<file path="src/rtl/slrr_pkg.sv">
// Shared types and constants for the shuffled Lehmer range generator.
// Holds the generator constants, the step request struct and the controller
// state encoding; depends on nothing else.
package slrr_pkg;

    localparam int WORD_W      = 31;
    localparam int TABLE_DEPTH = 32;
    localparam int INDEX_W     = 5;

    localparam logic [14:0] MULT    = 15'd16807;
    localparam logic [16:0] QUOT    = 17'd127773;
    localparam logic [11:0] REMF    = 12'd2836;
    localparam logic [30:0] MODULUS = 31'h7FFF_FFFF;

    // floor(2^48 / QUOT): the quotient estimate is exact or one low
    localparam int          RECIP_SHIFT = 48;
    localparam logic [31:0] RECIP = 32'((64'd1 << RECIP_SHIFT) / 64'(QUOT));

    localparam logic CMD_RESEED = 1'b0;
    localparam logic CMD_DRAW   = 1'b1;

    typedef logic [WORD_W-1:0] word_t;

    typedef enum logic {
        MODE_SEED = 1'b0,
        MODE_DRAW = 1'b1
    } step_mode_t;

    typedef struct packed {
        logic       start;
        step_mode_t mode;
    } step_req_t;

    typedef enum logic [4:0] {
        ST_IDLE     = 5'b00001,
        ST_SEED_RD  = 5'b00010,
        ST_SEED     = 5'b00100,
        ST_DRAW_RD  = 5'b01000,
        ST_DRAW_RUN = 5'b10000
    } state_t;

endpackage

</file>
<file path="src/rtl/shuffled_lehmer_range_random.sv">
// Top level of the shuffled Lehmer range generator: controller, shuffle table
// memory and output register. Depends on slrr_pkg, slrr_step and slrr_mod.
//
// Usage:
//   A transaction is taken on the rising edge where start is high and busy is
//   low; command, seed_value, lower_bound and upper_bound are sampled there.
//   A reseed transaction (command 0) returns nothing. It clamps the seed to at
//   least 1 and runs WARMUP_STEPS generator steps, filling table entries 31
//   down to 1; busy stays high while the four-stage generator step runs once
//   per warm-up step.
//   A draw transaction (command 1) returns one result: strobe is high for a
//   single cycle with value and fell_back. It waits for the generator step and for
//   the one-bit-per-cycle remainder unit; when lower_bound exceeds upper_bound
//   the remainder is skipped, value is lower_bound, fell_back is 1, and the
//   result waits only for the generator step.
//   The generator step, table swap and remainder overlap within a draw.
//   The receiver cannot stall: each result is shown once and must be taken.
//   Reset clears the table (through per-entry valid bits), the shuffle word
//   and the generator word at once; no clearing pass is needed.
module shuffled_lehmer_range_random #(
    parameter int WARMUP_STEPS = 40
) (
    input  logic               clk,
    input  logic               rst_n,
    input  logic               start,
    output logic               busy,
    input  logic               command,
    input  logic signed [31:0] seed_value,
    input  logic signed [30:0] lower_bound,
    input  logic signed [30:0] upper_bound,
    output logic               strobe,
    output logic signed [30:0] value,
    output logic               fell_back
);
    import slrr_pkg::*;

    localparam int CNT_W = $clog2(WARMUP_STEPS + 1);

    // controller registers
    state_t              state_reg, state_next;
    logic [CNT_W-1:0]    cnt_reg, cnt_next;
    word_t               gen_reg, gen_next;
    word_t               shuf_reg, shuf_next;
    logic                gen_done_reg, gen_done_next;
    logic                fb_reg, fb_next;
    word_t               lo_reg, lo_next;
    word_t               hi_reg, hi_next;
    logic [INDEX_W-1:0]  slot_reg, slot_next;

    // output register
    logic                strobe_reg, strobe_next;
    word_t               value_reg, value_next;
    logic                fell_back_reg, fell_back_next;

    // shuffle table: synchronous memory plus valid bits for the reset value
    word_t                  table_mem [TABLE_DEPTH];
    logic [TABLE_DEPTH-1:0] valid_reg;
    word_t                  rd_data_reg;
    logic                   rd_hit_reg;
    logic                   mem_re;
    logic [INDEX_W-1:0]     rd_addr;
    logic                   mem_we;
    logic [INDEX_W-1:0]     wr_addr;
    word_t                  mem_word;

    // generator step and remainder unit
    step_req_t          step_req;
    word_t              step_x;
    logic               step_done;
    word_t              step_result;
    logic               mod_start;
    logic               mod_busy;
    word_t              mod_rem;
    logic [WORD_W:0]    span;
    word_t              seed_clamp;
    logic               finish;

    assign mem_word   = rd_hit_reg ? rd_data_reg : '0;
    assign seed_clamp = (seed_value[31] || seed_value == 32'sd0) ? word_t'(1)
                                                                 : seed_value[WORD_W-1:0];
    // span of the range when lower <= upper: 1 up to 2^31
    assign span = {hi_reg[WORD_W-1], hi_reg} - {lo_reg[WORD_W-1], lo_reg}
                  + {{WORD_W{1'b0}}, 1'b1};

    slrr_step u_step (
        .clk    (clk),
        .rst_n  (rst_n),
        .req    (step_req),
        .x      (step_x),
        .done   (step_done),
        .result (step_result)
    );

    slrr_mod u_mod (
        .clk       (clk),
        .rst_n     (rst_n),
        .start     (mod_start),
        .dividend  (mem_word),
        .divisor   (span),
        .busy      (mod_busy),
        .remainder (mod_rem)
    );

    always_comb
    begin
        state_next     = state_reg;
        cnt_next       = cnt_reg;
        gen_next       = gen_reg;
        shuf_next      = shuf_reg;
        gen_done_next  = gen_done_reg;
        fb_next        = fb_reg;
        lo_next        = lo_reg;
        hi_next        = hi_reg;
        slot_next      = slot_reg;
        value_next     = value_reg;
        fell_back_next = fell_back_reg;
        mem_re         = 1'b0;
        rd_addr        = '0;
        mem_we         = 1'b0;
        wr_addr        = '0;
        step_req       = '{start: 1'b0, mode: MODE_SEED};
        step_x         = step_result;
        mod_start      = 1'b0;
        finish         = 1'b0;

        case (state_reg)
            ST_IDLE:
            begin
                if (start)
                begin
                    if (command == CMD_RESEED)
                    begin
                        // fetch entry 0 for the shuffle word, launch the first step
                        mem_re     = 1'b1;
                        rd_addr    = '0;
                        step_req   = '{start: 1'b1, mode: MODE_SEED};
                        step_x     = seed_clamp;
                        cnt_next   = CNT_W'(WARMUP_STEPS);
                        state_next = ST_SEED_RD;
                    end
                    else
                    begin
                        // read the slot picked by the shuffle word, advance generator
                        mem_re        = 1'b1;
                        rd_addr       = shuf_reg[INDEX_W-1:0];
                        slot_next     = shuf_reg[INDEX_W-1:0];
                        step_req      = '{start: 1'b1, mode: MODE_DRAW};
                        step_x        = gen_reg;
                        lo_next       = lower_bound;
                        hi_next       = upper_bound;
                        fb_next       = lower_bound > upper_bound;
                        gen_done_next = 1'b0;
                        state_next    = ST_DRAW_RD;
                    end
                end
            end

            ST_SEED_RD:
            begin
                // entry 0 is never written while seeding
                shuf_next  = mem_word;
                state_next = ST_SEED;
            end

            ST_SEED:
            begin
                if (step_done)
                begin
                    if (cnt_reg < CNT_W'(TABLE_DEPTH))
                    begin
                        mem_we  = 1'b1;
                        wr_addr = cnt_reg[INDEX_W-1:0];
                    end
                    if (cnt_reg == CNT_W'(1))
                    begin
                        gen_next   = step_result;
                        state_next = ST_IDLE;
                    end
                    else
                    begin
                        cnt_next = cnt_reg - CNT_W'(1);
                        step_req = '{start: 1'b1, mode: MODE_SEED};
                        step_x   = step_result;
                    end
                end
            end

            ST_DRAW_RD:
            begin
                // old entry becomes the shuffle word and the word to reduce
                shuf_next  = mem_word;
                mod_start  = !fb_reg;
                state_next = ST_DRAW_RUN;
            end

            ST_DRAW_RUN:
            begin
                if (step_done)
                begin
                    mem_we        = 1'b1;
                    wr_addr       = slot_reg;
                    gen_next      = step_result;
                    gen_done_next = 1'b1;
                end
                if ((gen_done_reg || step_done) && !mod_busy)
                begin
                    finish         = 1'b1;
                    value_next     = fb_reg ? lo_reg : word_t'(lo_reg + mod_rem);
                    fell_back_next = fb_reg;
                    state_next     = ST_IDLE;
                end
            end

            default:
            begin
                state_next = ST_IDLE;
            end
        endcase

        strobe_next = finish;
    end

    always_ff @(posedge clk or negedge rst_n)
    begin
        if (!rst_n)
        begin
            state_reg    <= ST_IDLE;
            cnt_reg      <= '0;
            gen_reg      <= '0;
            shuf_reg     <= '0;
            gen_done_reg <= 1'b0;
            fb_reg       <= 1'b0;
            strobe_reg   <= 1'b0;
        end
        else
        begin
            state_reg    <= state_next;
            cnt_reg      <= cnt_next;
            gen_reg      <= gen_next;
            shuf_reg     <= shuf_next;
            gen_done_reg <= gen_done_next;
            fb_reg       <= fb_next;
            strobe_reg   <= strobe_next;
        end
    end

    always_ff @(posedge clk)
    begin
        lo_reg        <= lo_next;
        hi_reg        <= hi_next;
        slot_reg      <= slot_next;
        value_reg     <= value_next;
        fell_back_reg <= fell_back_next;
    end

    // table storage: one write and one registered read per cycle
    always_ff @(posedge clk)
    begin
        if (mem_we)
        begin
            table_mem[wr_addr] <= step_result;
        end
        if (mem_re)
        begin
            rd_data_reg <= table_mem[rd_addr];
        end
    end

    // an entry not yet written reads as zero
    always_ff @(posedge clk or negedge rst_n)
    begin
        if (!rst_n)
        begin
            valid_reg  <= '0;
            rd_hit_reg <= 1'b0;
        end
        else
        begin
            if (mem_we)
            begin
                valid_reg[wr_addr] <= 1'b1;
            end
            if (mem_re)
            begin
                rd_hit_reg <= valid_reg[rd_addr];
            end
        end
    end

    assign busy      = (state_reg != ST_IDLE);
    assign strobe    = strobe_reg;
    assign value     = value_reg;
    assign fell_back = fell_back_reg;

`ifndef SYNTHESIS
    a_strobe_after_draw: assert property (@(posedge clk) disable iff (!rst_n)
        strobe_reg |-> $past(state_reg == ST_DRAW_RUN))
        else $error("result strobe without a finished draw");

    a_write_in_run: assert property (@(posedge clk) disable iff (!rst_n)
        mem_we |-> (state_reg == ST_SEED || state_reg == ST_DRAW_RUN))
        else $error("table write outside seeding or drawing");

    a_step_expected: assert property (@(posedge clk) disable iff (!rst_n)
        step_done |-> (state_reg == ST_SEED || state_reg == ST_DRAW_RUN))
        else $error("generator step finished with nobody waiting");

    a_fallback_value: assert property (@(posedge clk) disable iff (!rst_n)
        (strobe_reg && fell_back_reg) |-> (value_reg == lo_reg))
        else $error("fallback result differs from lower bound");

    a_mod_idle_start: assert property (@(posedge clk) disable iff (!rst_n)
        mod_start |-> !mod_busy)
        else $error("remainder unit restarted while busy");
`endif

endmodule

</file>
<file path="src/rtl/slrr_step.sv">
// Four-stage pipelined Schrage step of the 16807 mod 2^31-1 generator.
// Divides by the Schrage quotient through a reciprocal multiply with one
// correction; depends on slrr_pkg.
module slrr_step (
    input  logic               clk,
    input  logic               rst_n,
    input  slrr_pkg::step_req_t req,
    input  slrr_pkg::word_t    x,
    output logic               done,
    output slrr_pkg::word_t    result
);
    import slrr_pkg::*;

    logic        v1_reg, v2_reg, v3_reg, done_reg;
    step_mode_t  m1_reg, m2_reg, m3_reg;

    logic [62:0] prod_reg;
    word_t       x1_reg;
    logic [14:0] hi_est_reg;
    logic [17:0] lo_est_reg;
    logic [31:0] pa_reg;
    logic [26:0] pr_reg;
    word_t       result_reg;

    logic [62:0] prod_next;
    logic [14:0] hi_est;
    logic [31:0] qh;
    logic [31:0] lo_est;
    logic        lo_over;
    logic [17:0] lo_fix;
    logic [16:0] lo_val;
    logic [14:0] hi_val;
    logic [31:0] pa_next;
    logic [26:0] pr_next;
    logic [32:0] diff;
    logic [32:0] diff_fix;
    word_t       result_next;

    always_comb
    begin
        prod_next = {32'd0, x} * {31'd0, RECIP};

        hi_est = prod_reg[62:48];
        qh     = {15'd0, QUOT} * {17'd0, hi_est};
        lo_est = {1'b0, x1_reg} - qh;

        // correct a quotient estimate that came out one low
        lo_over = lo_est_reg >= {1'b0, QUOT};
        lo_fix  = lo_over ? (lo_est_reg - {1'b0, QUOT}) : lo_est_reg;
        lo_val  = lo_fix[16:0];
        hi_val  = lo_over ? 15'(hi_est_reg + 15'd1) : hi_est_reg;
        pa_next = {17'd0, MULT} * {15'd0, lo_val};
        pr_next = {15'd0, REMF} * {12'd0, hi_val};

        // seeding keeps the low 31 bits; drawing adds the modulus when negative
        diff     = {1'b0, pa_reg} - {6'd0, pr_reg};
        diff_fix = diff + {2'b00, MODULUS};
        if (m3_reg == MODE_DRAW && diff[32])
        begin
            result_next = diff_fix[WORD_W-1:0];
        end
        else
        begin
            result_next = diff[WORD_W-1:0];
        end
    end

    always_ff @(posedge clk or negedge rst_n)
    begin
        if (!rst_n)
        begin
            v1_reg   <= 1'b0;
            v2_reg   <= 1'b0;
            v3_reg   <= 1'b0;
            done_reg <= 1'b0;
        end
        else
        begin
            v1_reg   <= req.start;
            v2_reg   <= v1_reg;
            v3_reg   <= v2_reg;
            done_reg <= v3_reg;
        end
    end

    always_ff @(posedge clk)
    begin
        m1_reg     <= req.mode;
        m2_reg     <= m1_reg;
        m3_reg     <= m2_reg;
        prod_reg   <= prod_next;
        x1_reg     <= x;
        hi_est_reg <= hi_est;
        lo_est_reg <= lo_est[17:0];
        pa_reg     <= pa_next;
        pr_reg     <= pr_next;
        result_reg <= result_next;
    end

    assign done   = done_reg;
    assign result = result_reg;

endmodule

</file>
<file path="src/rtl/slrr_mod.sv">
// Bit-serial restoring remainder unit, one dividend bit per cycle.
// Depends on slrr_pkg for the word width.
module slrr_mod (
    input  logic                      clk,
    input  logic                      rst_n,
    input  logic                      start,
    input  slrr_pkg::word_t           dividend,
    input  logic [slrr_pkg::WORD_W:0] divisor,
    output logic                      busy,
    output slrr_pkg::word_t           remainder
);
    import slrr_pkg::*;

    localparam int CNT_W = $clog2(WORD_W);

    logic              busy_reg, busy_next;
    logic [CNT_W-1:0]  cnt_reg, cnt_next;
    word_t             quo_reg, quo_next;
    logic [WORD_W:0]   rem_reg, rem_next;
    logic [WORD_W:0]   div_reg, div_next;
    logic [WORD_W+1:0] sh;
    logic [WORD_W+1:0] sh_sub;

    always_comb
    begin
        busy_next = busy_reg;
        cnt_next  = cnt_reg;
        quo_next  = quo_reg;
        rem_next  = rem_reg;
        div_next  = div_reg;
        sh        = {rem_reg, quo_reg[WORD_W-1]};
        sh_sub    = sh - {1'b0, div_reg};
        if (start)
        begin
            busy_next = 1'b1;
            cnt_next  = CNT_W'(WORD_W - 1);
            quo_next  = dividend;
            rem_next  = '0;
            div_next  = divisor;
        end
        else if (busy_reg)
        begin
            // bring in the next bit and subtract where it fits
            rem_next = (sh >= {1'b0, div_reg}) ? sh_sub[WORD_W:0] : sh[WORD_W:0];
            quo_next = {quo_reg[WORD_W-2:0], 1'b0};
            if (cnt_reg == '0)
            begin
                busy_next = 1'b0;
            end
            else
            begin
                cnt_next = cnt_reg - CNT_W'(1);
            end
        end
    end

    always_ff @(posedge clk or negedge rst_n)
    begin
        if (!rst_n)
        begin
            busy_reg <= 1'b0;
            cnt_reg  <= '0;
        end
        else
        begin
            busy_reg <= busy_next;
            cnt_reg  <= cnt_next;
        end
    end

    always_ff @(posedge clk)
    begin
        quo_reg <= quo_next;
        rem_reg <= rem_next;
        div_reg <= div_next;
    end

    assign busy      = busy_reg;
    assign remainder = rem_reg[WORD_W-1:0];

endmodule
</file>
<file path="config.mk">
export PLATFORM = sky130hd
export DESIGN_NAME = shuffled_lehmer_range_random
export DESIGN_NICKNAME = d
export VERILOG_FILES = /design/src/rtl/slrr_pkg.sv /design/src/rtl/shuffled_lehmer_range_random.sv /design/src/rtl/slrr_step.sv /design/src/rtl/slrr_mod.sv
export SDC_FILE = /design/constraint.sdc
export NUM_CORES = 2
export LEC_CHECK = 0
export ABC_CLOCK_PERIOD_IN_PS = 8450
export BUFFER_PORTS_ARGS = -buffer_cell sky130_fd_sc_hd__buf_4
export CAP_MARGIN = 20
export CORE_ASPECT_RATIO = 2
export CORE_MARGIN = 3
export CORE_UTILIZATION = 48
export CTS_CLUSTER_DIAMETER = 30
export DETAILED_ROUTE_END_ITERATION = 7
export HOLD_SLACK_MARGIN = 0.05
export PLACE_DENSITY = 0.63
export SLEW_MARGIN = 15
export SYNTH_ARGS = -nofsm -noshare
export SYNTH_HDL_FRONTEND = slang
export SYNTH_HIERARCHICAL = 1
export SYNTH_SLANG_ARGS = --single-unit
export TNS_END_PERCENT = 10
</file>
<file path="constraint.sdc">
create_clock -name clk -period 8.45 [get_ports clk]
set_clock_uncertainty 0.15 [all_clocks]
set_input_delay 1.69 -clock clk [delete_from_list [all_inputs] [get_ports clk]]
set_output_delay 1.69 -clock clk [all_outputs]
set_load 0.01 [all_outputs]
</file>
==> summary.txt <==
Timing
  – Highest clock rate: about 0.12 GHz
  – Slew headroom: 0.276
  – Worst-Margin Slew: 1090 ps
  – Setup WS post-layout: -178 ps
  – Final Hold Fails: 0
  – Max-slew violations: 0
  – Hold WS: ~180 ps
  – # setup viols final: 13
  – Fin crit share: 1.02
  – RSZ-0062 raised after global routing: yes
  – Final Critical Period: between 8000 and 9000 ps

Placement
  – DPL Wire Length: about 180000 microns
  – Port Buf Inserts: roughly 130
  – Placer Congestion: 0.959

Detailed routing
  – DR WL met3: about 9300 microns
  – DRT met1 WL: between 80000 and 90000 microns
  – WL met2: 140000 microns
  – Via count: 57100
  – Top layer in use: met4
  – Final wirelength: 249000 microns
  – 1st-iter DRT viols: around 3500
  – 1st-pass router iterations: 8
  – WL/cell: approximately 25 microns
  – Drt via density: about 5.7
  – DRC viols: 0
  – Post-route antenna net violation count: 0

Clock network
  – CTS buffer count: ~190
  – Skew-Pair Late Insertion Delay: ~840 ps
  – Largest buffer count on any clock path: 4
  – CTS clk-pin slew, worst paths: 70 ps
  – CTS root buf: clkbuf_16
  – H-tree lvl count: 4
  – CTS tree: done
  – CTS Sinks: 1467

Finish
  – Area grow syn2layout: 15.5%
  – Nets@finish: between 9000 and 10000
  – Max reg flops: about 990
  – Filler cell count: 14800
  – Fraction of layout cells with a size suffix above 1: 0.169
  – Top reg by flops: table_mem

Critical path
  – Worst path bufs/invs: 7
  – FF-to-FF setup slack: roughly 120 ps
  – CP arrival: 9220 ps
  – Crit Path Max Fanout: 13
  – Cell with the most instances on the worst path: fa_1
  – CP delay by family, top: adder cells
  – Crit Path Class: input pin to flip-flop
  – CP Launch Type: input pin
  – Slowest-stage cell, CP: fa_2
  – Slowest stage delay, CP: 570 ps
  – Worst Path Required: between 9000 and 10000 ps
  – Setup crit end kind: flip-flop

Floorplan
  – Die ar.: around 190000 sq um
  – Starting Density: 0.483
  – Chip height: roughly 610 microns
  – DIE WIDTH: roughly 310 microns
  – CORE AREA: 180000 sq um
  – Row count: 220
  – IO Pins: 132

GRT
  – First-pass GRT wire length: 371000 microns
  – Largest net degree at the start of global routing: roughly 160
  – Initial antenna violation count: 4
  – Grt ovf: 0
  – Gr usage total: 0.267
  – Vias in the first global route: slightly above 60000

Yosys
  – Post-Syn Nets: about 8500
  – Post-Syn Area: about 87000 sq um
  – Largest cells by area after synthesis: edfxtp_1, ha_1, fa_1
  – Post-synth top cells: edfxtp_1, inv_1, ha_1
  – Sequential element share of the synthesized area: 0.480
  – Post-synth top area cell: edfxtp_1
  – Top FF cell, synth: edfxtp_1
  – Mean Syn Cell Area: around 12 sq um
  – Yosys cell types: 112
  – Syn Inst Count: 7065
  – Most frequent cell after synthesis: edfxtp_1
  – Number of flops mapped to enable cells by yosys: 1185
  – Post-synth top area share: 0.410
  – Register bit count reported by yosys: roughly 1500
  – Synth warn: 6
  – Post-synth ARST share: 0.0634

Min path
  – Worst Hold Class: flip-flop to flip-flop

Outcome
  – Failing checks: setup timing
  – Status: finished, violations left

Run
  – Max Cap Viol: 0
area by class of cell:
| type | count | area (sq um) | area share |
|---|---|---|---|
| clock inverters | 133 | 1510 | 0.0150 |
| repair buffers | 573 | 4530 | 0.0451 |
| clock buffers | 210 | 4900 | 0.0488 |
| multi-input cells | 4480 | 41600 | 0.414 |
| diodes | 2 | 5.00 | 0.0000499 |
| well taps | 2331 | 2920 | 0.0291 |
| flip-flops and latches | 1467 | 41700 | 0.415 |
| inverters | 866 | 3250 | 0.0324 |
placed cells by master (no fill, tap or decap), types with 47 or more instances in the layout:
cell / netlist / routed
a21o_1: 109 / 109
a21oi_1: 191 / 189
a311oi_1: 65 / 65
a31oi_1: 94 / 93
and3_1: 112 / 109
buf_4: 40 / 554
clkbuf_16: 0 / 192
dfrtp_1: 92 / 91
dfxtp_1: 189 / 189
edfxtp_1: 1185 / 1185
fa_1: 472 / 464
ha_1: 852 / 848
inv_1: 864 / 861
mux2_2: 68 / 68
mux4_2: 126 / 126
nand2_1: 849 / 847
nand3_1: 225 / 222
nor2_1: 271 / 210
nor2_4: 1 / 47
o21ai_0: 128 / 125
xnor2_1: 165 / 165
xor2_1: 107 / 106
per-layer routing:
metal,GRT usage,up-vias
met3,0.0238,695
met4,0.181,0
li1,-,26000
met2,0.522,1654
met5,0,-
met1,0.262,28800
per-stage QoR:
step / area, sq um / setup TNS (ps) / instances / utilization / setup WS, ps
6_report: 100000 / -1380 / 10100 / 0.558 / -178
2_1_floorplan: 87100 / -4080 / 7065 / - / -418
4_1_cts: 100000 / -1490 / 10100 / 0.557 / -175
3_3_place_gp: 93600 / -17640 / 9711 / 0.521 / -1290
3_5_place_dp: 93600 / -19410 / 9711 / 0.521 / -1420
5_1_grt: 100000 / -5620 / 10100 / 0.558 / -447
what timing repair did:
item,CTS,global route
pin swaps,18,22
buffers inserted,2,4
gates resized for setup,34,23
hold buffers,0,0
endpoints found under the setup margin,15,16
cell families (layout without fill, tap and decap cells):
group / after synthesis / count (layout) / synth area share
AO/OA/AOI/OAI: 886 / 886 / 0.0703
XOR/XNOR: 274 / 274 / 0.0278
adder cells (fa/ha/maj): 1325 / 1325 / 0.232
buffers and inverters: 1118 / 1782 / 0.0517
flip-flops: 1467 / 1467 / 0.480
multiplexers: 233 / 233 / 0.0460
other: 0 / 2 / 0
AND/OR/NAND/NOR: 1762 / 1762 / 0.0926
final timing paths:
kind                                           from                           to  cells after the start
hold reg to reg               u_step/m2_reg$_DFF_P_        u_step/m3_reg$_DFF_P_                      0
hold / removal                u_step/m2_reg$_DFF_P_        u_step/m3_reg$_DFF_P_                      0
max in group asynchronous                     rst_n           fb_reg$_DFFE_PN0P_                      2
setup reg to reg           state_reg[4]$_DFFE_PN0P_  u_step/prod_reg[60]$_DFF_P_                     29
min in group asynchronous                     rst_n      gen_reg[16]$_DFFE_PN0P_                      1
setup / recovery                      seed_value[8]  u_step/prod_reg[60]$_DFF_P_                     32
Power is not shown: default switching activity piles up to over one toggle a cycle in this logic, so the estimate is an artifact.
